### config.mk
export PLATFORM = sky130hd
export DESIGN_NAME = scaled_residual_add_permute
export DESIGN_NICKNAME = d
export VERILOG_FILES = /design/src/hw/rtl/srap_pkg.sv /design/src/hw/rtl/srap_fp_pipe.sv /design/src/hw/rtl/scaled_residual_add_permute.sv
export SDC_FILE = /design/constraint.sdc
export NUM_CORES = 1
export LEC_CHECK = 0
export BUFFER_PORTS_ARGS = -buffer_cell sky130_fd_sc_hd__clkbuf_2
export CORE_AREA = 3 3 333 335
export DETAILED_ROUTE_END_ITERATION = 16
export DIE_AREA = 0 0 336 338
export SETUP_SLACK_MARGIN = 0.15
export SLEW_MARGIN = 20
export SYNTH_ARGS = -nofsm -noshare
export SYNTH_HDL_FRONTEND = slang
export SYNTH_SLANG_ARGS = --single-unit
### constraint.sdc
create_clock -name clk_i -period 7.5 [get_ports clk_i]
set_input_delay 0.375 -clock clk_i [delete_from_list [all_inputs] [get_ports clk_i]]
set_output_delay 0.375 -clock clk_i [all_outputs]
set_load 0.005 [all_outputs]
### src/hw/rtl/srap_pkg.sv
// shared constants for the scaled residual add and permute block
package srap_pkg;

  localparam int unsigned NST         = 5;   // register stages from input to output
  localparam int unsigned ADDR_W      = 11;
  localparam int unsigned BF_W        = 16;
  localparam int unsigned F32_W       = 32;
  localparam int unsigned TILE_W      = 3;
  localparam int unsigned ELEM_W      = 8;

  localparam int unsigned DEF_ROWS_PER_RUN = 4;
  localparam int unsigned DEF_TILE_K       = 8;
  localparam int unsigned DEF_TILE_N       = 64;

  localparam logic [F32_W-1:0] SCALE_RESET = 32'h3F80_0000;
  localparam logic [F32_W-1:0] F32_QNAN    = 32'hFFC0_0000;

  typedef logic [NST-1:0] stage_en_t;

endpackage

### src/hw/rtl/srap_fp_pipe.sv
// five stage bf16 multiply and f32 add datapath
module srap_fp_pipe
  import srap_pkg::*;
(
  input  logic             clk_i,
  input  stage_en_t        en_i,
  input  logic [BF_W-1:0]  scale_i,
  input  logic [BF_W-1:0]  a_i,
  input  logic [BF_W-1:0]  b_i,
  output logic [F32_W-1:0] value_o
);

  function automatic logic [4:0] lzc16(input logic [15:0] v);
    logic [4:0] n;
    logic       hit;
    n   = 5'd16;
    hit = 1'b0;
    for (int i = 15; i >= 0; i--) begin
      if (!hit && v[i]) begin
        n   = 5'(15 - i);
        hit = 1'b1;
      end
    end
    return n;
  endfunction

  function automatic logic [4:0] lzc27(input logic [26:0] v);
    logic [4:0] n;
    logic       hit;
    n   = 5'd27;
    hit = 1'b0;
    for (int i = 26; i >= 0; i--) begin
      if (!hit && v[i]) begin
        n   = 5'(26 - i);
        hit = 1'b1;
      end
    end
    return n;
  endfunction

  // stage 1: unpack and multiply significands
  logic        s_nan, s_inf, s_zero, b_nan, b_inf, b_zero, p_sign;
  logic [7:0]  ma, mb;
  logic [8:0]  ea, eb;
  logic        spec1_d;
  logic [31:0] sv1_d;
  logic [15:0] p1_q;
  logic [8:0]  e1_q;
  logic        sg1_q, spec1_q;
  logic [31:0] sv1_q;
  logic [15:0] a1_q;

  always_comb begin
    s_nan  = (&scale_i[14:7]) && (|scale_i[6:0]);
    s_inf  = (&scale_i[14:7]) && !(|scale_i[6:0]);
    s_zero = !(|scale_i[14:0]);
    b_nan  = (&b_i[14:7]) && (|b_i[6:0]);
    b_inf  = (&b_i[14:7]) && !(|b_i[6:0]);
    b_zero = !(|b_i[14:0]);
    p_sign = scale_i[15] ^ b_i[15];
    ma     = {|scale_i[14:7], scale_i[6:0]};
    mb     = {|b_i[14:7], b_i[6:0]};
    ea     = (scale_i[14:7] == 8'd0) ? 9'd1 : {1'b0, scale_i[14:7]};
    eb     = (b_i[14:7] == 8'd0) ? 9'd1 : {1'b0, b_i[14:7]};
    spec1_d = 1'b1;
    sv1_d   = '0;
    priority if (s_nan) begin
      sv1_d = {scale_i | 16'h0040, 16'h0000};
    end else if (b_nan) begin
      sv1_d = {b_i | 16'h0040, 16'h0000};
    end else if ((s_inf && b_zero) || (b_inf && s_zero)) begin
      sv1_d = F32_QNAN;
    end else if (s_inf || b_inf) begin
      sv1_d = {p_sign, 8'hFF, 23'd0};
    end else if (s_zero || b_zero) begin
      sv1_d = {p_sign, 31'd0};
    end else begin
      spec1_d = 1'b0;
    end
  end

  always_ff @(posedge clk_i) begin
    if (en_i[0]) begin
      p1_q    <= ma * mb;
      e1_q    <= ea + eb;
      sg1_q   <= p_sign;
      spec1_q <= spec1_d;
      sv1_q   <= sv1_d;
      a1_q    <= a_i;
    end
  end

  // stage 2: normalise the product into f32, rounding only in the subnormal range
  logic [4:0]         lz2;
  logic [4:0]         k2;
  logic signed [11:0] ex2;
  logic [23:0]        nm2;
  logic [6:0]         rsh2;
  logic [33:0]        rx2;
  logic [15:0]        rq2;
  logic               rup2;
  logic [31:0]        prod2_d;
  logic [31:0]        prod2_q;
  logic [15:0]        a2_q;

  always_comb begin
    lz2  = lzc16(p1_q);
    k2   = 5'd15 - lz2;
    ex2  = $signed({3'b000, e1_q}) + $signed({7'd0, k2}) - 12'sd141;
    nm2  = '0;
    rsh2 = '0;
    rx2  = '0;
    rq2  = '0;
    rup2 = 1'b0;
    priority if (spec1_q) begin
      prod2_d = sv1_q;
    end else if (ex2 >= 12'sd255) begin
      prod2_d = {sg1_q, 8'hFF, 23'd0};
    end else if (ex2 >= 12'sd1) begin
      nm2     = {8'd0, p1_q} << (5'd23 - k2);
      prod2_d = {sg1_q, ex2[7:0], nm2[22:0]};
    end else if (e1_q >= 9'd119) begin
      nm2     = {8'd0, p1_q} << (e1_q - 9'd119);
      prod2_d = {sg1_q, 8'd0, nm2[22:0]};
    end else begin
      // subnormal product: shift right with round to nearest even
      rsh2    = 7'(9'd119 - e1_q);
      rx2     = {p1_q, 18'd0} >> ((rsh2 > 7'd18) ? 7'd18 : rsh2);
      rq2     = rx2[33:18];
      rup2    = rx2[17] && ((|rx2[16:0]) || rq2[0]);
      prod2_d = {sg1_q, 8'd0, 7'd0, rq2} + {31'd0, rup2};
    end
  end

  always_ff @(posedge clk_i) begin
    if (en_i[1]) begin
      prod2_q <= prod2_d;
      a2_q    <= a1_q;
    end
  end

  // stage 3: order operands by magnitude and align the smaller one
  logic [31:0] x3, y3, big3, sml3;
  logic        x_nan, y_nan, x_inf, y_inf, swap3;
  logic [7:0]  eb3, es3, d3;
  logic [26:0] t3;
  logic [53:0] f3;
  logic        spec3_d;
  logic [31:0] sv3_d;
  logic [23:0] bs3_q;
  logic [26:0] ss3_q;
  logic [7:0]  e3_q;
  logic        sg3_q, sub3_q, spec3_q;
  logic [31:0] sv3_q;

  always_comb begin
    x3    = {a2_q, 16'h0000};
    y3    = prod2_q;
    x_nan = (&x3[30:23]) && (|x3[22:0]);
    y_nan = (&y3[30:23]) && (|y3[22:0]);
    x_inf = (&x3[30:23]) && !(|x3[22:0]);
    y_inf = (&y3[30:23]) && !(|y3[22:0]);
    swap3 = y3[30:0] > x3[30:0];
    big3  = swap3 ? y3 : x3;
    sml3  = swap3 ? x3 : y3;
    eb3   = (big3[30:23] == 8'd0) ? 8'd1 : big3[30:23];
    es3   = (sml3[30:23] == 8'd0) ? 8'd1 : sml3[30:23];
    d3    = eb3 - es3;
    t3    = {|sml3[30:23], sml3[22:0], 3'b000};
    f3    = {t3, 27'd0} >> ((d3 > 8'd27) ? 8'd27 : d3);
    spec3_d = 1'b1;
    sv3_d   = '0;
    priority if (x_nan) begin
      sv3_d = x3 | 32'h0040_0000;
    end else if (y_nan) begin
      sv3_d = y3 | 32'h0040_0000;
    end else if (x_inf && y_inf && (x3[31] != y3[31])) begin
      sv3_d = F32_QNAN;
    end else if (x_inf) begin
      sv3_d = x3;
    end else if (y_inf) begin
      sv3_d = y3;
    end else begin
      spec3_d = 1'b0;
    end
  end

  always_ff @(posedge clk_i) begin
    if (en_i[2]) begin
      bs3_q   <= {|big3[30:23], big3[22:0]};
      ss3_q   <= {f3[53:28], f3[27] | (|f3[26:0])};
      e3_q    <= eb3;
      sg3_q   <= big3[31];
      sub3_q  <= x3[31] ^ y3[31];
      spec3_q <= spec3_d;
      sv3_q   <= sv3_d;
    end
  end

  // stage 4: add or subtract significands
  logic [27:0] sum4_q;
  logic [7:0]  e4_q;
  logic        sg4_q, sub4_q, spec4_q;
  logic [31:0] sv4_q;

  always_ff @(posedge clk_i) begin
    if (en_i[3]) begin
      sum4_q  <= sub3_q ? ({1'b0, bs3_q, 3'b000} - {1'b0, ss3_q})
                        : ({1'b0, bs3_q, 3'b000} + {1'b0, ss3_q});
      e4_q    <= e3_q;
      sg4_q   <= sg3_q;
      sub4_q  <= sub3_q;
      spec4_q <= spec3_q;
      sv4_q   <= sv3_q;
    end
  end

  // stage 5: normalise, round to nearest even, pack
  logic [4:0]  lz5, sh5;
  logic [26:0] m5;
  logic [8:0]  ex5;
  logic        up5;
  logic [30:0] pk5;
  logic [31:0] res5_d;
  logic [31:0] res5_q;

  always_comb begin
    lz5 = lzc27(sum4_q[26:0]);
    sh5 = '0;
    m5  = '0;
    ex5 = '0;
    up5 = 1'b0;
    pk5 = '0;
    if (sum4_q[27]) begin
      m5  = {sum4_q[27:2], sum4_q[1] | sum4_q[0]};
      ex5 = {1'b0, e4_q} + 9'd1;
    end else if ({3'b000, lz5} < e4_q) begin
      m5  = sum4_q[26:0] << lz5;
      ex5 = {1'b0, e4_q} - {4'd0, lz5};
    end else begin
      // result lands in the subnormal range
      sh5 = 5'(e4_q - 8'd1);
      m5  = sum4_q[26:0] << sh5;
      ex5 = '0;
    end
    up5 = m5[2] && ((|m5[1:0]) || m5[3]);
    pk5 = {ex5[7:0], m5[25:3]} + {30'd0, up5};
    priority if (spec4_q) begin
      res5_d = sv4_q;
    end else if (sum4_q == 28'd0) begin
      res5_d = {sub4_q ? 1'b0 : sg4_q, 31'd0};
    end else if (ex5 >= 9'd255) begin
      res5_d = {sg4_q, 8'hFF, 23'd0};
    end else begin
      res5_d = {sg4_q, pk5};
    end
  end

  always_ff @(posedge clk_i) begin
    if (en_i[4]) begin
      res5_q <= res5_d;
    end
  end

  assign value_o = res5_q;

endmodule

### src/hw/rtl/scaled_residual_add_permute.sv
// top level: c = a + scale*b in f32 with permuted c tile slot
//
//  channel | direction | handshake                 | payload
//  in      | in        | in_valid_i / in_stall_o   | a_value_i, b_value_i, tile_index_i,
//          |           |                           | element_index_i
//  out     | out       | out_valid_o / out_stall_i | c_address_o, c_value_o
//  cfg     | in        | cfg_valid_i / cfg_ready_o | cfg_data_i (scale word)
//
// one request per cycle sustained while out_stall_i is low; a result is offered
// from the last of the five register stages of the float datapath
// reset clears the stage valid bits and loads the scale register with 1.0
// each stage advances when it is empty or the stage after it advances, so
// bubbles are squeezed out and a stalled output holds without loss
module scaled_residual_add_permute
  import srap_pkg::*;
#(
  parameter int unsigned ROWS_PER_RUN = DEF_ROWS_PER_RUN,
  parameter int unsigned TILE_K       = DEF_TILE_K,
  parameter int unsigned TILE_N       = DEF_TILE_N
) (
  input  logic              clk_i,
  input  logic              rst_ni,
  input  logic              in_valid_i,
  output logic              in_stall_o,
  input  logic [BF_W-1:0]   a_value_i,
  input  logic [BF_W-1:0]   b_value_i,
  input  logic [TILE_W-1:0] tile_index_i,
  input  logic [ELEM_W-1:0] element_index_i,
  output logic              out_valid_o,
  input  logic              out_stall_i,
  output logic [ADDR_W-1:0] c_address_o,
  output logic [F32_W-1:0]  c_value_o,
  input  logic              cfg_valid_i,
  output logic              cfg_ready_o,
  input  logic [F32_W-1:0]  cfg_data_i
);

  localparam int unsigned RUN_LEN    = ROWS_PER_RUN * TILE_K;
  localparam int unsigned RUN_STRIDE = TILE_N * ROWS_PER_RUN;
  localparam int unsigned ELEM_N     = 2 ** ELEM_W;
  localparam int unsigned TILE_CNT   = 2 ** TILE_W;

  // scale register; writes should land only while idle, a rule the user must keep, as the block does not enforce it
  logic [F32_W-1:0] scale_q;

  assign cfg_ready_o = 1'b1;

  always_ff @(posedge clk_i or negedge rst_ni) begin
    if (!rst_ni) begin
      scale_q <= SCALE_RESET;
    end else if (cfg_valid_i && cfg_ready_o) begin
      scale_q <= cfg_data_i;
    end
  end

  // pipeline control: stage k moves when empty or stage k+1 moves
  logic [NST-1:0] valid_q;
  stage_en_t      adv;

  always_comb begin
    adv[NST-1] = !valid_q[NST-1] || !out_stall_i;
    for (int k = NST - 2; k >= 0; k--) begin
      adv[k] = !valid_q[k] || adv[k+1];
    end
  end

  assign in_stall_o = !adv[0];

  always_ff @(posedge clk_i or negedge rst_ni) begin
    if (!rst_ni) begin
      valid_q <= '0;
    end else begin
      if (adv[0]) begin
        valid_q[0] <= in_valid_i;
      end
      for (int k = 1; k < NST; k++) begin
        if (adv[k]) begin
          valid_q[k] <= valid_q[k-1];
        end
      end
    end
  end

  // slot tables, filled at elaboration: element part and tile part
  logic [ADDR_W-1:0] elem_lut [ELEM_N];
  logic [ADDR_W-1:0] tile_lut [TILE_CNT];

  for (genvar g = 0; g < ELEM_N; g++) begin : g_elem
    localparam int unsigned EV = (g / RUN_LEN) * RUN_STRIDE + (g % RUN_LEN);
    assign elem_lut[g] = ADDR_W'(EV);
  end

  for (genvar g = 0; g < TILE_CNT; g++) begin : g_tile
    localparam int unsigned TV = g * RUN_LEN;
    assign tile_lut[g] = ADDR_W'(TV);
  end

  // address rides alongside the float stages
  logic [ADDR_W-1:0] addr_q [NST];

  always_ff @(posedge clk_i) begin
    if (adv[0]) begin
      addr_q[0] <= elem_lut[element_index_i] + tile_lut[tile_index_i];
    end
    for (int k = 1; k < NST; k++) begin
      if (adv[k]) begin
        addr_q[k] <= addr_q[k-1];
      end
    end
  end

  srap_fp_pipe u_fp (
    .clk_i   (clk_i),
    .en_i    (adv),
    .scale_i (scale_q[F32_W-1:F32_W-BF_W]),
    .a_i     (a_value_i),
    .b_i     (b_value_i),
    .value_o (c_value_o)
  );

  assign out_valid_o = valid_q[NST-1];
  assign c_address_o = addr_q[NST-1];

  // input stalls only when every stage holds a request
  a_stall_full : assert property (@(posedge clk_i) disable iff (!rst_ni)
    in_stall_o |-> (&valid_q))
    else $error("input stalled with an empty stage");

  // an accepted request appears in the first stage
  a_accept_lands : assert property (@(posedge clk_i) disable iff (!rst_ni)
    (in_valid_i && !in_stall_o) |=> valid_q[0])
    else $error("accepted request lost at stage one");

  // a free output never backs up the input
  a_no_false_stall : assert property (@(posedge clk_i) disable iff (!rst_ni)
    !out_stall_i |-> !in_stall_o)
    else $error("input stalled while output free");

endmodule
== Word level (Yosys, flattened, before mapping) ==
Memories as Yosys holds them, arrays and structs flattened.
Cells that the tools add are included.

* Memory bits (writable): 55
* Latch bits: 0
* Memory bits (read-only): 2904
* Memories kept: 3
* Output and inout bits: 46
* Register bits after elaboration: 357

* Bitwise operators: 6
* $add $sub $neg: 16
* Multiply operators: 1
* Shift operators: 6
* Reduce and logical (&&, ||, !) cells: 145
* Divide/modulo/power cells: 0
* Eq/ne operators: 1
* Multiplexer cells: 131
* $lt $le $gt $ge: 10

{| class="wikitable"
|+ Memories
! memory !! depth !! bits a word !! read ports !! clocked after Yosys merged registers in !! wr ports !! line !! text
|-
| (no name shown) || 256 || 11 || 1 || 0 || 0 || scaled_residual_add_permute.sv:103 || <nowiki>addr_q[0] <= elem_lut[element_index_i] + tile_lut[tile_index_i];</nowiki>
|-
| (no name shown) || 8 || 11 || 1 || 0 || 0 || scaled_residual_add_permute.sv:103 ||
|-
| addr_q || 5 || 11 || 5 || 0 || 5 || scaled_residual_add_permute.sv:99 || <nowiki>logic [ADDR_W-1:0] addr_q [NST];</nowiki>
|}

{| class="wikitable"
|+ Operator list
! cell !! number
|-
| two-way mux 32 bit || 17
|-
| two-way mux 5 bit || 43
|-
| two-way mux 31 bit || 2
|-
| logical AND 1 bit || 55
|-
| zero test 1 bit || 54
|-
| two-way mux 1 bit || 54
|-
| left shift 27 x 5 -> 26 bit || 2
|-
| >> shifter 54 x 8 -> 54 bit || 1
|-
| two-way mux 26 bit || 2
|-
| two-way mux 11 bit || 4
|-
| two-way mux 8 bit || 5
|-
| >> shifter 34 x 7 -> 34 bit || 1
|-
| adder 32 x 1 -> 32 bit || 1
|-
| zero test 8 bit || 4
|-
| AND reduction 8 bit || 4
|-
| OR reduction 8 bit || 4
|-
| adder 31 x 1 -> 31 bit || 1
|-
| > comparator 31 bit || 1
|-
| OR reduction 15 bit || 2
|-
| adder 27 x 27 -> 28 bit || 1
|-
| zero test 28 bit || 1
|-
| two-way mux 28 bit || 1
|-
| subtractor 27 x 27 -> 28 bit || 1
|-
| OR reduction 27 bit || 1
|-
| 38 further kinds || 54
|}

== Longest topological paths before layout ==
Gate-level depths: netlist of the first run.

* Depth in word-level cells: 89
* Depth in mapped cells: 36
* Depth with buffers taken out: 31

== By module ==
From an unflattened synthesis of the first run, not the netlist that was laid out.

* Cell total of the unflattened synthesis: 3055
* Area total of the unflattened synthesis: 28594.9 µm²

{| class="wikitable"
|+ Modules (own cells, without submodules)
! module !! area an instance (µm²) !! seq. area each (µm²) !! cells each !! times used
|-
| srap_fp_pipe || 25989.9 || 9128.8 || 2935 || 1
|-
| scaled_residual_add_permute || 2605.0 || 2185.8 || 120 || 1
|}

== Least setup slack after synthesis of the first run ==
OpenSTA, ideal clock, no wires.

* Path type: register to register
* Start point: reg u_fp.prod2_q[30]
* End point: reg u_fp.ss3_q[0] (data pin)
* Stages on the path, launching flop included: 34
* Slack: 0.389 ns
* Setup time: 0.274 ns
* Period minus slack after synthesis: 7.111 ns
* Buffers on the path: 5
* Data arrival time: 6.837 ns
* Cells stage by stage: edfxtp_1 -> ha_1 -> nand4_1 -> or2_2 -> a211o_1 -> a21oi_1 -> clkbuf_1 -> clkbuf_1 -> clkbuf_1 -> nand2_1 -> o21ai_0 -> and4b_1 -> inv_1 -> nand2_1 -> inv_1 -> ha_1 -> inv_1 -> fa_1 -> a21o_1 -> a21oi_1 -> nand4b_1 -> nand3_1 -> a31oi_1 -> and3_1 -> clkbuf_1 -> buf_1 -> mux2i_1 -> mux2i_1 -> and2_1 -> nor4_1 -> a31oi_1 -> a211o_1 -> nor3_1 -> a41oi_1

* Word-level cells in the longest chain between the ends: 10
* Elaborated cells on any way between the ends: 14
* Classes of those cells: add/sub (1); order compare (2); shift (1); mux (5); bitwise (1); reduce/logical (4)

{| class="wikitable"
|+ Ends and longest elaborated chain
! what !! line !! text
|-
| start: declaration || srap_fp_pipe.sv:103 || <nowiki>logic [31:0] prod2_q;</nowiki>
|-
| start signal: assignment || srap_fp_pipe.sv:137 || <nowiki>prod2_q <= prod2_d;</nowiki>
|-
| > comparator 31 bit || srap_fp_pipe.sv:163 || <nowiki>swap3 = y3[30:0] > x3[30:0];</nowiki>
|-
| two-way mux 32 bit * || srap_fp_pipe.sv:164 || <nowiki>big3 = swap3 ? y3 : x3;</nowiki>
|-
| zero test 8 bit || srap_fp_pipe.sv:166 || <nowiki>eb3 = (big3[30:23] == 8'd0) ? 8'd1 : big3[30:23];</nowiki>
|-
| two-way mux 8 bit * || srap_fp_pipe.sv:166 ||
|-
| net u_fp.eb3[1] || srap_fp_pipe.sv:145 || <nowiki>logic [7:0] eb3, es3, d3;</nowiki>
|-
| subtractor 8 bit * || srap_fp_pipe.sv:168 || <nowiki>d3 = eb3 - es3;</nowiki>
|-
| > comparator 8 x 5 -> 1 bit || srap_fp_pipe.sv:170 || <nowiki>f3 = {t3, 27'd0} >> ((d3 > 8'd27) ? 8'd27 : d3);</nowiki>
|-
| two-way mux 8 bit * || srap_fp_pipe.sv:170 ||
|-
| >> shifter 54 x 8 -> 54 bit * || srap_fp_pipe.sv:170 ||
|-
| OR reduction 27 bit || srap_fp_pipe.sv:191 || <nowiki>ss3_q <= {f3[53:28], f3[27] | (|f3[26:0])};</nowiki>
|-
| OR 1 bit * || srap_fp_pipe.sv:191 ||
|-
| end signal: assignment || srap_fp_pipe.sv:191 ||
|-
| end: declaration || srap_fp_pipe.sv:151 || <nowiki>logic [26:0] ss3_q;</nowiki>
|}

Mark *: on every way through the listed nets, which the timed path passes. The rest lies on a longest branch.
A chain may end at the register's enable or synchronous reset.

== Worst setup path after layout of the first run ==
* Start point: reg u_fp.sum4_q[22]
* End point: reg u_fp.res5_q[10], in the netlist u_fp.value_o[10] (data pin)

* Word-level cells in the longest chain between the ends: 78
* Elaborated cells on any way between the ends: 107
* Classes of those cells: add/sub (2); order compare (2); shift (2); mux (52); reduce/logical (49)

{| class="wikitable"
|+ Ends and longest elaborated chain
! what !! line !! text
|-
| start: declaration || srap_fp_pipe.sv:201 || <nowiki>logic [27:0] sum4_q;</nowiki>
|-
| start signal: assignment || srap_fp_pipe.sv:208 || <nowiki>sum4_q <= sub3_q ? ({1'b0, bs3_q, 3'b000} - {1'b0, ss3_q})</nowiki>
|-
| logical AND 1 bit || srap_fp_pipe.sv:33 || <nowiki>if (!hit && v[i]) begin</nowiki>
|-
| two-way mux 1 bit || srap_fp_pipe.sv:33 ||
|-
| zero test 1 bit || srap_fp_pipe.sv:33 ||
|-
| logical AND 1 bit || srap_fp_pipe.sv:33 ||
|-
| two-way mux 1 bit || srap_fp_pipe.sv:33 ||
|-
| zero test 1 bit || srap_fp_pipe.sv:33 ||
|-
| logical AND 1 bit || srap_fp_pipe.sv:33 ||
|-
| two-way mux 1 bit || srap_fp_pipe.sv:33 ||
|-
| (+63 left out) || -- ||
|-
| OR reduction 2 bit || srap_fp_pipe.sv:246 || <nowiki>up5 = m5[2] && ((|m5[1:0]) || m5[3]);</nowiki>
|-
| logical OR 1 bit || srap_fp_pipe.sv:246 ||
|-
| logical AND 1 bit || srap_fp_pipe.sv:246 ||
|-
| adder 31 x 1 -> 31 bit || srap_fp_pipe.sv:247 || <nowiki>pk5 = {ex5[7:0], m5[25:3]} + {30'd0, up5};</nowiki>
|-
| two-way mux 31 bit || srap_fp_pipe.sv:252 || <nowiki>end else if (ex5 >= 9'd255) begin</nowiki>
|-
| two-way mux 32 bit * || srap_fp_pipe.sv:250 || <nowiki>end else if (sum4_q == 28'd0) begin</nowiki>
|-
| two-way mux 32 bit * || srap_fp_pipe.sv:248 || <nowiki>priority if (spec4_q) begin</nowiki>
|-
| net u_fp.res5_d[10] || srap_fp_pipe.sv:224 || <nowiki>logic [31:0] res5_d;</nowiki>
|-
| end signal: assignment || srap_fp_pipe.sv:261 || <nowiki>res5_q <= res5_d;</nowiki>
|-
| end: declaration || srap_fp_pipe.sv:225 || <nowiki>logic [31:0] res5_q;</nowiki>
|}

Marked as above.

==> results of run 1 <==
through the flow:
stage,cell area [µm²],cells
2_1_floorplan,28000,2919
3_3_place_gp,30400,4363
3_5_place_dp,30400,4363
4_1_cts,32200,4478
5_1_grt,32300,4484
6_report,32300,4484
final timing paths:
check / startpoint / end / slack (ns) / cells past startpoint
min in group asynchronous: rst_ni / scale_q[21] / 0.36 / 2
min reg2reg: addr_q[0][35] / addr_q[0][46] / 0.42 / 0
max: u_fp.sum4_q[22] / u_fp.value_o[10] / 0.27 / 25
min: cfg_data_i[28] / scale_q[28] / 0.04 / 2
max in group asynchronous: rst_ni / valid_q[4] / 6.69 / 2
max reg2reg: u_fp.sum4_q[22] / u_fp.value_o[10] / 0.27 / 25
cells in the mapped netlist, types with 74 or more instances:
cell and instances:
edfxtp_1 359, a21oi_1 170, inv_1 178, nand2_1 294
mux2i_1 145, xnor2_1 74, clkbuf_1 151, nor3_1 82
o21ai_0 163, and2_1 84, ha_1 136, nor2_1 209
area by class of cell:
type                       count  area, µm²  share of cell area [%]
multi-input combinational   2170      15300                    47.4
sequential                   380      11300                    35.0
timing repair buffer         267       1890                    5.86
tap                         1414       1770                    5.47
clock buffer                  46       1040                    3.23
inverter                     179        673                    2.08
clock inverter                27        290                   0.898
antenna                        1       2.50                 0.00774
sequential cells by signal, indices dropped and copies added (netlist names), 24 cells and up:
name	cells
u_fp.sv4_q	32
u_fp.ss3_q	27
u_fp.bs3_q	24
u_fp.sv3_q	32
u_fp.sum4_q	28
u_fp.prod2_q	32
u_fp.value_o	32
addr_q	55
cells by family (layout without fill, tap and decap cells):
logic type	after synthesis	count (layout)	share of synthesized area, %
AO/OA/AOI/OAI	705	705	16.7
XOR/XNOR	109	109	3.41
adder cells (fa/ha/maj)	177	177	9.01
buffers and inverters	369	519	5.24
flip-flops	380	380	40.4
multiplexers	198	198	7.69
other	1	2	0.0134
AND/OR/NAND/NOR	980	980	17.5
power groups by stage:
| stage | registers (W) | logic [W] | clock network (W) |
|---|---|---|---|
| 2_1_floorplan | 0.00355 | 0.00761 | 0 |
| 3_3_place_gp | 0.00395 | 0.0104 | 0 |
| 3_5_place_dp | 0.00398 | 0.0104 | 0 |
| 4_1_cts | 0.00393 | 0.0105 | 0.00208 |
| 5_1_grt | 0.00403 | 0.0117 | 0.00217 |
| 6_report | 0.00395 | 0.0107 | 0.00201 |
metal layers:
metal	vias to the layer above	track usage (%)	part of all wire, %
met4	0	4.21	2.9
li1	11000	-	-
met2	756	22.1	46
met5	-	0	0
met3	131	1.66	5.3
met1	10800	18.4	46
worst register-to-register path, cell delays in order, from the launching register on:
cell,delay [ns]
edfxtp_1,0.56
or4_4,0.63
nor4_4,0.45
a2bb2oi_2,0.24
a21o_1,0.14
o41a_2,0.20
nand2_1,0.14
ha_1,0.25
nor2b_1,0.16
o31a_1,0.19
nor3_1,0.07
buf_4,0.16
o21a_1,0.25
buf_4,0.23
o21ai_2,0.33
mux2_2,0.39
nor2_1,0.20
a21oi_1,0.18
or4b_4,0.58
or2_1,0.33
buf_4,0.18
nor3_1,0.23
nand2_1,0.13
xnor2_1,0.27
o21ai_0,0.26
buf_4,0.25
timing repair:
| action | in CTS | in global routing |
|---|---|---|
| endpoints found under the hold margin | 55 | 0 |
| buffers inserted | 0 | 5 |
| hold buffers | 42 | 0 |
| endpoints found under the setup margin | 0 | 36 |
| gates resized for setup | 0 | 10 |
==> load_flow_metrics.sql, run 1 <==
INSERT INTO impl_metrics (metric_group, metric, value, unit) VALUES
('timing', 'timing_worst_slew_pin_value', '1.14', 'ns'),
('logic_synthesis', 'syn-num-nets', '3176', ''),
('power_and_ir_drop', 'sequentialPowerShare', '23.7', '%'),
('timing', 'slack_of_the_critical_path', '0.273', 'ns'),
('clock_tree', 'cts_buffer_count', '41', ''),
('logic_synthesis', 'ys_types', '107', ''),
('routing', 'detail_route.wirelength', '78.6', 'mm'),
('worst_setup_path', 'critical_path.most_common_cell', 'buf_4', ''),
('die', 'placeableCoreArea', '0.108', 'mm²'),
('timing', 'timing.max_slew.rel_slack', '23.8', '%'),
('placed_design', 'place.port_buffers', '108', ''),
('logic_synthesis', 'seq_area_frac_synth', '40.4', '%'),
('layout', 'layout.cells.most_common_list', 'edfxtp_1 (359), nand2_1 (292), nor2_1 (208)', ''),
('logic_synthesis', 'yosys-top-cells-area', 'edfxtp_1 (39%), ha_1 (6.1%), mux2i_1 (5.2%), nand2_1 (3.9%), a21oi_1 (3.0%)', ''),
('power_and_ir_drop', 'total_switching_power', '0.00801', 'W'),
('die', 'floorplan.rows', '121', ''),
('logic_synthesis', 'share_of_flip_flops_with_an_asynchronous_set_or_reset_after_synthesis', '5.53', '%'),
('clock_tree', 'clock_sink_count', '380', ''),
('timing', 'report.final.hold_viol_count', '0', ''),
('power_and_ir_drop', 'power_frac_comb', '64.3', '%'),
('clock_tree', 'cts_max_level', '2', ''),
('grt', 'grt_overflow_total', '0', ''),
('timing', 'timing.hold.ws', '0.0406', 'ns'),
('grt', 'grt_pass1_vias', '21800', ''),
('worst_setup_path', 'crit_buf_inv', '4', ''),
('layout', 'layout-drive-gt1-share', '13.5', '%'),
('power_and_ir_drop', 'power_leakage', '12.6', 'nW'),
('power_and_ir_drop', 'vdd.ir_drop.worst', '241', 'µV'),
('clock_tree', 'buffer_cell_driving_the_clock_tree_root', 'clkbuf_16', ''),
('placed_design', 'final_hpwl_dp', '60.3', 'mm'),
('timing', 'setup_tns', '0', 'ns'),
('run', 'maxCapViolations', '0', ''),
('grt', 'grt_use_total', '13.4', '%'),
('timing', 'timing.final.crit_share', '96.4', '%'),
('logic_synthesis', 'edff_count_synth', '359', ''),
('grt', 'antenna_found_initial', '1', ''),
('worst_setup_path', 'worst-endpoint-required', '7.83', 'ns'),
('worst_setup_path', 'timing.critical_path.to_type', 'register', ''),
('logic_synthesis', 'synth.ff_latch_count', '380', ''),
('worst_setup_path', 'critPathArrivalTime', '7.56', 'ns'),
('logic_synthesis', 'synth_area_per_cell', '9.59', 'µm²'),
('logic_synthesis', 'synth.yosys.warnings', '0', ''),
('timing', 'period_needed', '7.23', 'ns'),
('clock_tree', 'tritoncts_clock_tree', 'done', ''),
('routing', 'post-route-drc-count', '0', ''),
('grt', 'grt_pass1_wl', '123', 'mm'),
('timing', 'finish_stage_setup_viols', '0', ''),
('routing', 'post_drt_wl_per_cell', '17.5', 'µm'),
('layout', 'area_delta_synth_final', '15.5', '%'),
('die', 'floorplan.io_pins', '126', ''),
('clock_tree', 'cts_max_path_buffers', '3', ''),
('placed_design', 'globalplace.congestion', '0.973', ''),
('layout', 'layout.nets', '3296', ''),
('placed_design', 'dp_slack', '0.224', 'ns'),
('power_and_ir_drop', 'power.share.clock', '12.1', '%'),
('run_status', 'run_status', 'complete, no violations', ''),
('die', 'floorplan.initialDensity', '25.8', '%'),
('timing', 'final_clock_skew', '0.0152', 'ns'),
('power_and_ir_drop', 'finalPower', '0.0167', 'W'),
('hold_path', 'min-delay-path-class', 'in2reg', ''),
('worst_setup_path', 'family_with_the_most_delay_on_the_worst_path', 'simple AND/OR/NAND/NOR gates', ''),
('routing', 'vias', '22700', ''),
('layout', 'final_util', '29.8', '%'),
('power_and_ir_drop', 'switching_fraction_of_total_power', '47.9', '%'),
('routing', 'firstDrtPassIters', '6', ''),
('worst_setup_path', 'slowest_delay', '0.63', 'ns'),
('clock_tree', 'cts.clk_slew.worst_paths', '0.06', 'ns'),
('logic_synthesis', 'ys_dominant_reg_cell', 'edfxtp_1', ''),
('die', 'die_height', '338', 'µm'),
('logic_synthesis', 'yosys.area.top_type_share', '38.5', '%'),
('power_and_ir_drop', 'power.density', '517', 'mW/mm²');
Power figures use the tool's default switching activity.
==> run 2, diff against run 1 <==
--- a/config.mk
+++ b/config.mk
@@ -6,11 +6,12 @@
 export NUM_CORES = 1
 export LEC_CHECK = 0
 export BUFFER_PORTS_ARGS = -buffer_cell sky130_fd_sc_hd__clkbuf_2
-export CORE_AREA = 3 3 333 335
+export CORE_AREA = 3 3 336 338
 export DETAILED_ROUTE_END_ITERATION = 16
-export DIE_AREA = 0 0 336 338
+export DIE_AREA = 0 0 339 341
 export SETUP_SLACK_MARGIN = 0.15
 export SLEW_MARGIN = 20
 export SYNTH_ARGS = -nofsm -noshare
 export SYNTH_HDL_FRONTEND = slang
+export SYNTH_HIERARCHICAL = 1
 export SYNTH_SLANG_ARGS = --single-unit
==> run 2 against run 1 <==
  * Routed wire length is 10% higher
  * Cell area is 2.6% higher
  * Clock-buffer cell count is 3 higher
  * Hold slack worse by 0.0018 ns
  * Worst setup slack better by 0.30 ns
  * Sequential cell count stayed put
  * Die area is 1.8% higher
  * Utilization is 0.22 points higher
  * Clock skew is 0.017 ns higher
  * Global-route usage is 0.96 points higher
  * Non-clock buffer count is 31 higher
==> load_flow_metrics.sql, run 2 <==
INSERT INTO impl_metrics (metric_group, metric, value, unit) VALUES
('logic_synthesis', 'syn-num-nets', '3318', ''),
('placed_design', 'postPlaceCellArea', '0.0312', 'mm²'),
('die', 'die_height', '341', 'µm'),
('worst_setup_path', 'r2r_start', 'u_fp/sum4_q[14]', ''),
('layout', 'final_area', '0.0331', 'mm²'),
('logic_synthesis', 'share_of_flip_flops_with_an_asynchronous_set_or_reset_after_synthesis', '5.53', '%'),
('timing', 'final_max_slew_viol_count', '0', ''),
('logic_synthesis', 'post-synth-top-count-cell', 'edfxtp_1', ''),
('grt', 'grt_start_max_net_pins', '74', ''),
('routing', 'post_drt_wl_per_cell', '18.5', 'µm'),
('logic_synthesis', 'synth_area_per_cell', '9.36', 'µm²'),
('logic_synthesis', 'ys_dominant_reg_cell', 'edfxtp_1', ''),
('routing', 'vias', '24300', ''),
('layout', 'largest-register', 'addr_q', ''),
('timing', 'fmax', '0.144', 'GHz'),
('routing', 'detail_route.wirelength', '86.8', 'mm'),
('worst_setup_path', 'worstSetupStartpointType', 'register', ''),
('worst_setup_path', 'critical_path.startpoint', 'u_fp/sum4_q[14]', ''),
('timing', 'final_clock_skew', '0.0318', 'ns'),
('routing', 'post-route-drc-count', '0', ''),
('grt', 'grt_pass1_vias', '22900', ''),
('clock_tree', 'clock_sink_count', '380', ''),
('run', 'maxCapViolations', '0', ''),
('worst_setup_path', 'worst-endpoint-required', '7.95', 'ns'),
('clock_tree', 'worstSkewPairLatency', '0.58', 'ns'),
('logic_synthesis', 'synth_common_cells', 'edfxtp_1 (359), nand2_1 (280), nor2_1 (231)', ''),
('clock_tree', 'tritoncts_clock_tree', 'done', ''),
('layout', 'layout-drive-gt1-share', '13.7', '%'),
('worst_setup_path', 'regToRegSetupSlack', '0.57', 'ns'),
('logic_synthesis', 'yosys.area.top_type_share', '37.7', '%'),
('timing', 'timing.max_slew.rel_slack', '22.0', '%'),
('clock_tree', 'buffer_cell_driving_the_clock_tree_root', 'clkbuf_16', ''),
('logic_synthesis', 'yosys-top-cells-area', 'edfxtp_1 (38%), ha_1 (6.2%), mux2i_1 (4.2%), nand2_1 (3.7%), o21ai_0 (3.4%)', ''),
('logic_synthesis', 'ys_types', '105', ''),
('layout', 'largest_register_ffs', '55', ''),
('layout', 'layout.cells.most_common_list', 'edfxtp_1 (359), nand2_1 (278), nor2_1 (229)', ''),
('timing', 'rsz0062_at_grt', 'no', ''),
('layout', 'layout.nets', '3447', ''),
('grt', 'antenna_found_initial', '4', ''),
('clock_tree', 'cts.repair_timing.setup_buffer_count', '0', ''),
('grt', 'grt_pass1_wl', '134', 'mm'),
('layout', 'area_delta_synth_final', '15.9', '%'),
('worst_setup_path', 'critPathArrivalTime', '7.38', 'ns'),
('die', 'floorplan.die_area', '0.116', 'mm²'),
('logic_synthesis', 'synth_area_leader_cell', 'edfxtp_1', ''),
('hold_path', 'hold_start', 'cfg_data_i[30]', ''),
('layout', 'fillCellCount', '11400', ''),
('clock_tree', 'cts_buffer_count', '42', ''),
('timing', 'timing_worst_slew_pin_value', '1.16', 'ns'),
('worst_setup_path', 'timing.critical_path.to_type', 'register', ''),
('grt', 'grt_overflow_total', '0', ''),
('die', 'placeableCoreArea', '0.110', 'mm²'),
('routing', 'vias_per_cell', '5.16', ''),
('logic_synthesis', 'syn_area', '0.0286', 'mm²'),
('routing', 'dr.first_iter.drc_count', '2308', ''),
('grt', 'grt_use_total', '14.4', '%'),
('logic_synthesis', 'edff_count_synth', '359', ''),
('hold_path', 'min-delay-path-class', 'in2reg', ''),
('timing', 'setup_tns', '0', 'ns'),
('die', 'floorplan.rows', '122', ''),
('timing', 'timing.final.crit_share', '92.4', '%'),
('routing', 'detail-route-antenna-nets', '0', ''),
('die', 'dieWidth', '339', 'µm'),
('die', 'floorplan.initialDensity', '25.9', '%'),
('logic_synthesis', 'synth.ff_latch_count', '380', ''),
('layout', 'layout_commonest_cell', 'edfxtp_1', ''),
('placed_design', 'globalplace.congestion', '0.968', ''),
('placed_design', 'place.port_buffers', '108', ''),
('clock_tree', 'cts_max_path_buffers', '3', ''),
('layout', 'insertedDiodeCount', '0', ''),
('timing', 'report.final.hold_viol_count', '0', ''),
('logic_synthesis', 'synth.yosys.warnings', '6', ''),
('worst_setup_path', 'critPathKind', 'reg2reg', ''),
('logic_synthesis', 'instance_count_of_the_mapped_netlist', '3055', ''),
('timing', 'finish_stage_setup_viols', '0', ''),
('clock_tree', 'cts.clk_slew.worst_paths', '0.06', 'ns'),
('routing', 'firstDrtPassIters', '5', ''),
('clock_tree', 'cts_max_level', '2', ''),
('logic_synthesis', 'seq_area_frac_synth', '39.6', '%'),
('run_status', 'run_status', 'complete, no violations', ''),
('placed_design', 'final_hpwl_dp', '66.2', 'mm'),
('worst_setup_path', 'max_fanout_on_critical_path', '9', ''),
('die', 'floorplan.io_pins', '126', ''),
('timing', 'period_needed', '6.93', 'ns');
[run 2: what timing repair did]
item                                    in CTS  in global routing
endpoints found under the hold margin       56                  0
gates resized for setup                      0                 15
hold buffers                                43                  0
endpoints found under the setup margin       0                 33
[run 2: metrics by stage]
stage / setup WS, ns / cells / util [%] / hold slack, ns
detailed placement: 0.234 / 4585 / 28.3 / 0.405
global placement: 0.221 / 4585 / 28.3 / 0.400
CTS: 0.184 / 4703 / 30.0 / 0.000203
floorplan: 0.530 / 3055 / - / 0.0794
finish: 0.572 / 4703 / 30.0 / 0.0389
global route: 0.146 / 4703 / 30.0 / 0.00309
[run 2: area by class of cell]
type | count | area, µm² | share of cell area [%]
timing repair buffer | 298 | 2100 | 6.33
clock buffer | 49 | 1110 | 3.34
inverter | 202 | 763 | 2.30
clock inverter | 26 | 285 | 0.861
sequential | 380 | 11300 | 34.1
tap | 1488 | 1860 | 5.62
multi-input combinational | 2260 | 15700 | 47.4
[run 2: layer usage]
| layer | global-route usage (%) | share of wire [%] | wire length (µm) |
|---|---|---|---|
| met1 | 19.4 | 44 | 38600 |
| met2 | 23.7 | 46 | 40300 |
| met3 | 2.20 | 6.1 | 5270 |
| met4 | 4.44 | 3.0 | 2580 |
| met5 | 0 | 0.050 | 43 |
[run 2: final timing paths]
path | end | depth (start not counted)
setup / recovery | u_fp/value_o[21] | 22
hold / removal | scale_q[30] | 2
setup reg to reg | u_fp/value_o[21] | 22
hold reg to reg | u_fp/sv4_q[1] | 0
max in group asynchronous | valid_q[3] | 2
min in group asynchronous | scale_q[21] | 2
[run 2: critical path: stages (launching register included)]
cell	delay (ns)
edfxtp_1	0.63
nor4_4	0.47
and4_4	0.33
inv_4	0.05
or4_4	0.52
nand2_1	0.09
ha_1	0.19
nor2b_1	0.07
o31a_1	0.30
o21a_1	0.32
buf_4	0.20
o211ai_1	0.29
nand2_1	0.12
nor2_1	0.43
o21ai_0	0.26
a32oi_2	0.39
o211ai_2	0.21
or3_1	0.44
nor4b_4	0.33
nand3_2	0.26
buf_4	0.22
o311ai_0	0.47
buf_4	0.19
[run 2: cell families (layout without fill, tap and decap cells)]
group / Yosys count / count (layout) / share of synthesized area, %
xor+xnor: 91 / 91 / 2.79
compound gates: 802 / 802 / 18.6
fa+ha+maj: 183 / 183 / 9.08
mux: 164 / 164 / 6.30
flops: 380 / 380 / 39.6
simple gates: 1019 / 1019 / 17.7
buf+inv: 415 / 575 / 5.94
other cells: 1 / 1 / 0.0131
Power of run 2 is not shown: default switching activity piles up to over one toggle a cycle in this logic, so the estimate is an artifact.
==> run 3, diff against run 2 <==
--- a/config.mk
+++ b/config.mk
@@ -6,9 +6,9 @@
 export NUM_CORES = 1
 export LEC_CHECK = 0
 export BUFFER_PORTS_ARGS = -buffer_cell sky130_fd_sc_hd__clkbuf_2
-export CORE_AREA = 3 3 336 338
+export CORE_AREA = 2 2 335 337
 export DETAILED_ROUTE_END_ITERATION = 16
-export DIE_AREA = 0 0 339 341
+export DIE_AREA = 0 0 337 339
 export SETUP_SLACK_MARGIN = 0.15
 export SLEW_MARGIN = 20
 export SYNTH_ARGS = -nofsm -noshare
==> run 3 against run 2 <==
  * Routed wire length rose by 0.50%
  * Global-route usage rose by 0.48 points
  * Cell area fell by 1.0%
  * Register-to-register slack barely moved
  * Hold slack got worse by 0.0074 ns
  * Utilization fell by 0.31 points
  * Sequential share of layout area rose by 0.36 points
  * Clock skew fell by 0.012 ns
  * Via count fell by 1.8%
  * Die area fell by 1.2%
  * Critical endpoint unchanged
  * Largest cell class unchanged
==> load_flow_metrics.sql, run 3 (same netlist as run 2, synthesis figures left out) <==
INSERT INTO impl_metrics (metric_group, metric, value, unit) VALUES
('run_status', 'run_status', 'complete, no violations', ''),
('timing', 'setup_tns', '0', 'ns'),
('clock_tree', 'cts_max_level', '2', ''),
('die', 'placeableCoreArea', '0.110', 'mm²'),
('timing', 'final_max_slew_viol_count', '0', ''),
('routing', 'post-route-drc-count', '0', ''),
('worst_setup_path', 'worstSetupStartpointType', 'register', ''),
('clock_tree', 'buffer_cell_driving_the_clock_tree_root', 'clkbuf_16', ''),
('layout', 'layout_commonest_cell', 'edfxtp_1', ''),
('routing', 'detail-route-antenna-nets', '0', ''),
('worst_setup_path', 'crit_buf_inv', '1', ''),
('timing', 'timing_worst_slew_pin_value', '1.06', 'ns'),
('die', 'floorplan.rows', '122', ''),
('die', 'floorplan.die_area', '0.114', 'mm²'),
('worst_setup_path', 'critPathKind', 'reg2reg', ''),
('layout', 'layout-drive-gt1-share', '13.2', '%'),
('grt', 'grt_pass1_vias', '23000', ''),
('timing', 'fmax', '0.144', 'GHz'),
('run', 'maxCapViolations', '0', ''),
('clock_tree', 'cts_max_path_buffers', '3', ''),
('worst_setup_path', 'critical_path.most_common_cell', 'a21oi_1', ''),
('routing', 'detail_route.wirelength', '87.2', 'mm'),
('layout', 'largest-register', 'addr_q', ''),
('placed_design', 'final_hpwl_dp', '66.4', 'mm'),
('grt', 'antenna_found_initial', '3', ''),
('layout', 'area_delta_synth_final', '14.7', '%'),
('placed_design', 'place.port_buffers', '108', ''),
('grt', 'grt_pass1_wl', '135', 'mm'),
('timing', 'report.final.hold_viol_count', '0', ''),
('worst_setup_path', 'critPathArrivalTime', '7.26', 'ns'),
('clock_tree', 'cts.repair_timing.setup_buffer_count', '0', ''),
('die', 'dieWidth', '337', 'µm'),
('timing', 'timing.max_slew.rel_slack', '29.2', '%'),
('worst_setup_path', 'max_fanout_on_critical_path', '13', ''),
('timing', 'final_clock_skew', '0.0198', 'ns'),
('layout', 'final_area', '0.0328', 'mm²'),
('die', 'die_height', '339', 'µm'),
('clock_tree', 'cts_buffer_count', '41', ''),
('layout', 'largest_register_ffs', '55', ''),
('timing', 'finish_stage_setup_viols', '0', ''),
('worst_setup_path', 'worst-endpoint-required', '7.83', 'ns'),
('worst_setup_path', 'r2r_start', 'u_fp/sum4_q[8]', ''),
('worst_setup_path', 'timing.critical_path.to_type', 'register', ''),
('layout', 'final_util', '29.7', '%'),
('worst_setup_path', 'worst_path_max_delay_cell', 'edfxtp_1', ''),
('timing', 'slack_of_the_critical_path', '0.562', 'ns'),
('grt', 'grt_start_max_net_pins', '80', ''),
('grt', 'grt_overflow_total', '0', ''),
('routing', 'post_drt_wl_per_cell', '18.7', 'µm'),
('placed_design', 'globalplace.congestion', '0.955', ''),
('clock_tree', 'worstSkewPairLatency', '0.59', 'ns'),
('die', 'floorplan.io_pins', '126', ''),
('routing', 'vias_per_cell', '5.10', ''),
('timing', 'period_needed', '6.94', 'ns'),
('worst_setup_path', 'family_with_the_most_delay_on_the_worst_path', 'compound AO/OA/AOI/OAI gates', ''),
('routing', 'firstDrtPassIters', '8', ''),
('worst_setup_path', 'slowest_delay', '0.62', 'ns'),
('clock_tree', 'tritoncts_clock_tree', 'done', ''),
('hold_path', 'min-delay-path-class', 'in2reg', ''),
('worst_setup_path', 'critical_path.startpoint', 'u_fp/sum4_q[8]', ''),
('layout', 'layout.nets', '3414', ''),
('placed_design', 'dp_slack', '0.0335', 'ns'),
('routing', 'vias', '23900', ''),
('clock_tree', 'clock_sink_count', '380', ''),
('timing', 'rsz0062_at_grt', 'no', ''),
('layout', 'layout.cells.most_common_list', 'edfxtp_1 (359), nand2_1 (278), nor2_1 (230)', ''),
('layout', 'fillCellCount', '11500', ''),
('timing', 'timing.final.crit_share', '92.5', '%'),
('hold_path', 'hold_start', 'cfg_data_i[21]', ''),
('placed_design', 'postPlaceCellArea', '0.0311', 'mm²'),
('worst_setup_path', 'path_cells', 'nand2b_1 -> a21oi_1 -> o2111ai_1 -> a21oi_1 -> o21ai_0 -> nand2_1 -> ha_1 -> and4_1 -> a21oi_1 -> o21a_2 -> nor2_1 -> a211oi_4 -> and2_1 -> nand2_1 -> o21ai_0 -> o211ai_2 -> or3_1 -> nor4b_4 -> nand3_2 -> buf_4 -> o311ai_1', ''),
('die', 'floorplan.initialDensity', '25.9', '%'),
('routing', 'dr.first_iter.drc_count', '1932', ''),
('clock_tree', 'cts.clk_slew.worst_paths', '0.06', 'ns'),
('grt', 'grt_use_total', '14.9', '%');
## run 3: cell types whose count changed in the layout (fill, tap and decap cells not counted), moves of 3 or more
cell / before / now
clkinv_2: 4 / 8
dlygate4sd3_1: 43 / 34
clkbuf_8: 3 / 0
buf_4: 145 / 122
## run 3: routing by layer
metal  GRT usage, %  up-vias  share of wire [%]
met2           23.9      811                 46
met5              0        -              0.026
met3           2.14      196                5.8
li1               -    11500                  -
met1           20.2    11400                 45
met4           5.52        4                3.9
## run 3: final cells by class
type / count / area [µm²] / share of cell area (%)
clock buffers: 47 / 1070 / 3.26
flip-flops and latches: 380 / 11300 / 34.5
inverters: 202 / 763 / 2.33
clock inverters: 29 / 250 / 0.763
repair buffers: 266 / 1840 / 5.60
well taps: 1488 / 1860 / 5.68
diodes: 1 / 2.50 / 0.00763
multi-input cells: 2260 / 15700 / 47.9
## run 3: repair_timing
| action | 4_1_cts | 5_1_grt |
|---|---|---|
| gates resized for setup | 3 | 13 |
| setup endpoints to repair | 1 | 25 |
| pin swaps | 0 | 2 |
| hold buffers | 34 | 0 |
| hold endpoints to repair | 47 | 0 |
## run 3: path summary, 6_finish.rpt
kind / to / slack (ns) / cells after the start
setup / recovery: u_fp/value_o[21] / 0.56 / 21
hold / removal: scale_q[21] / 0.03 / 2
setup reg to reg: u_fp/value_o[21] / 0.56 / 21
hold reg to reg: addr_q[0][16] / 0.41 / 0
max in group asynchronous: valid_q[4] / 6.69 / 2
min in group asynchronous: scale_q[31] / 0.38 / 2
## run 3: per-stage QoR
| stage | std cells | hold WS (ns) |
|---|---|---|
| after floorplan | 3055 | 0.0794 |
| after global placement | 4562 | 0.401 |
| after detailed placement | 4562 | 0.405 |
| after CTS | 4672 | 0.00276 |
| after global routing | 4673 | 0.0276 |
| final | 4673 | 0.0315 |
Power of run 3 is left out for the same reason.
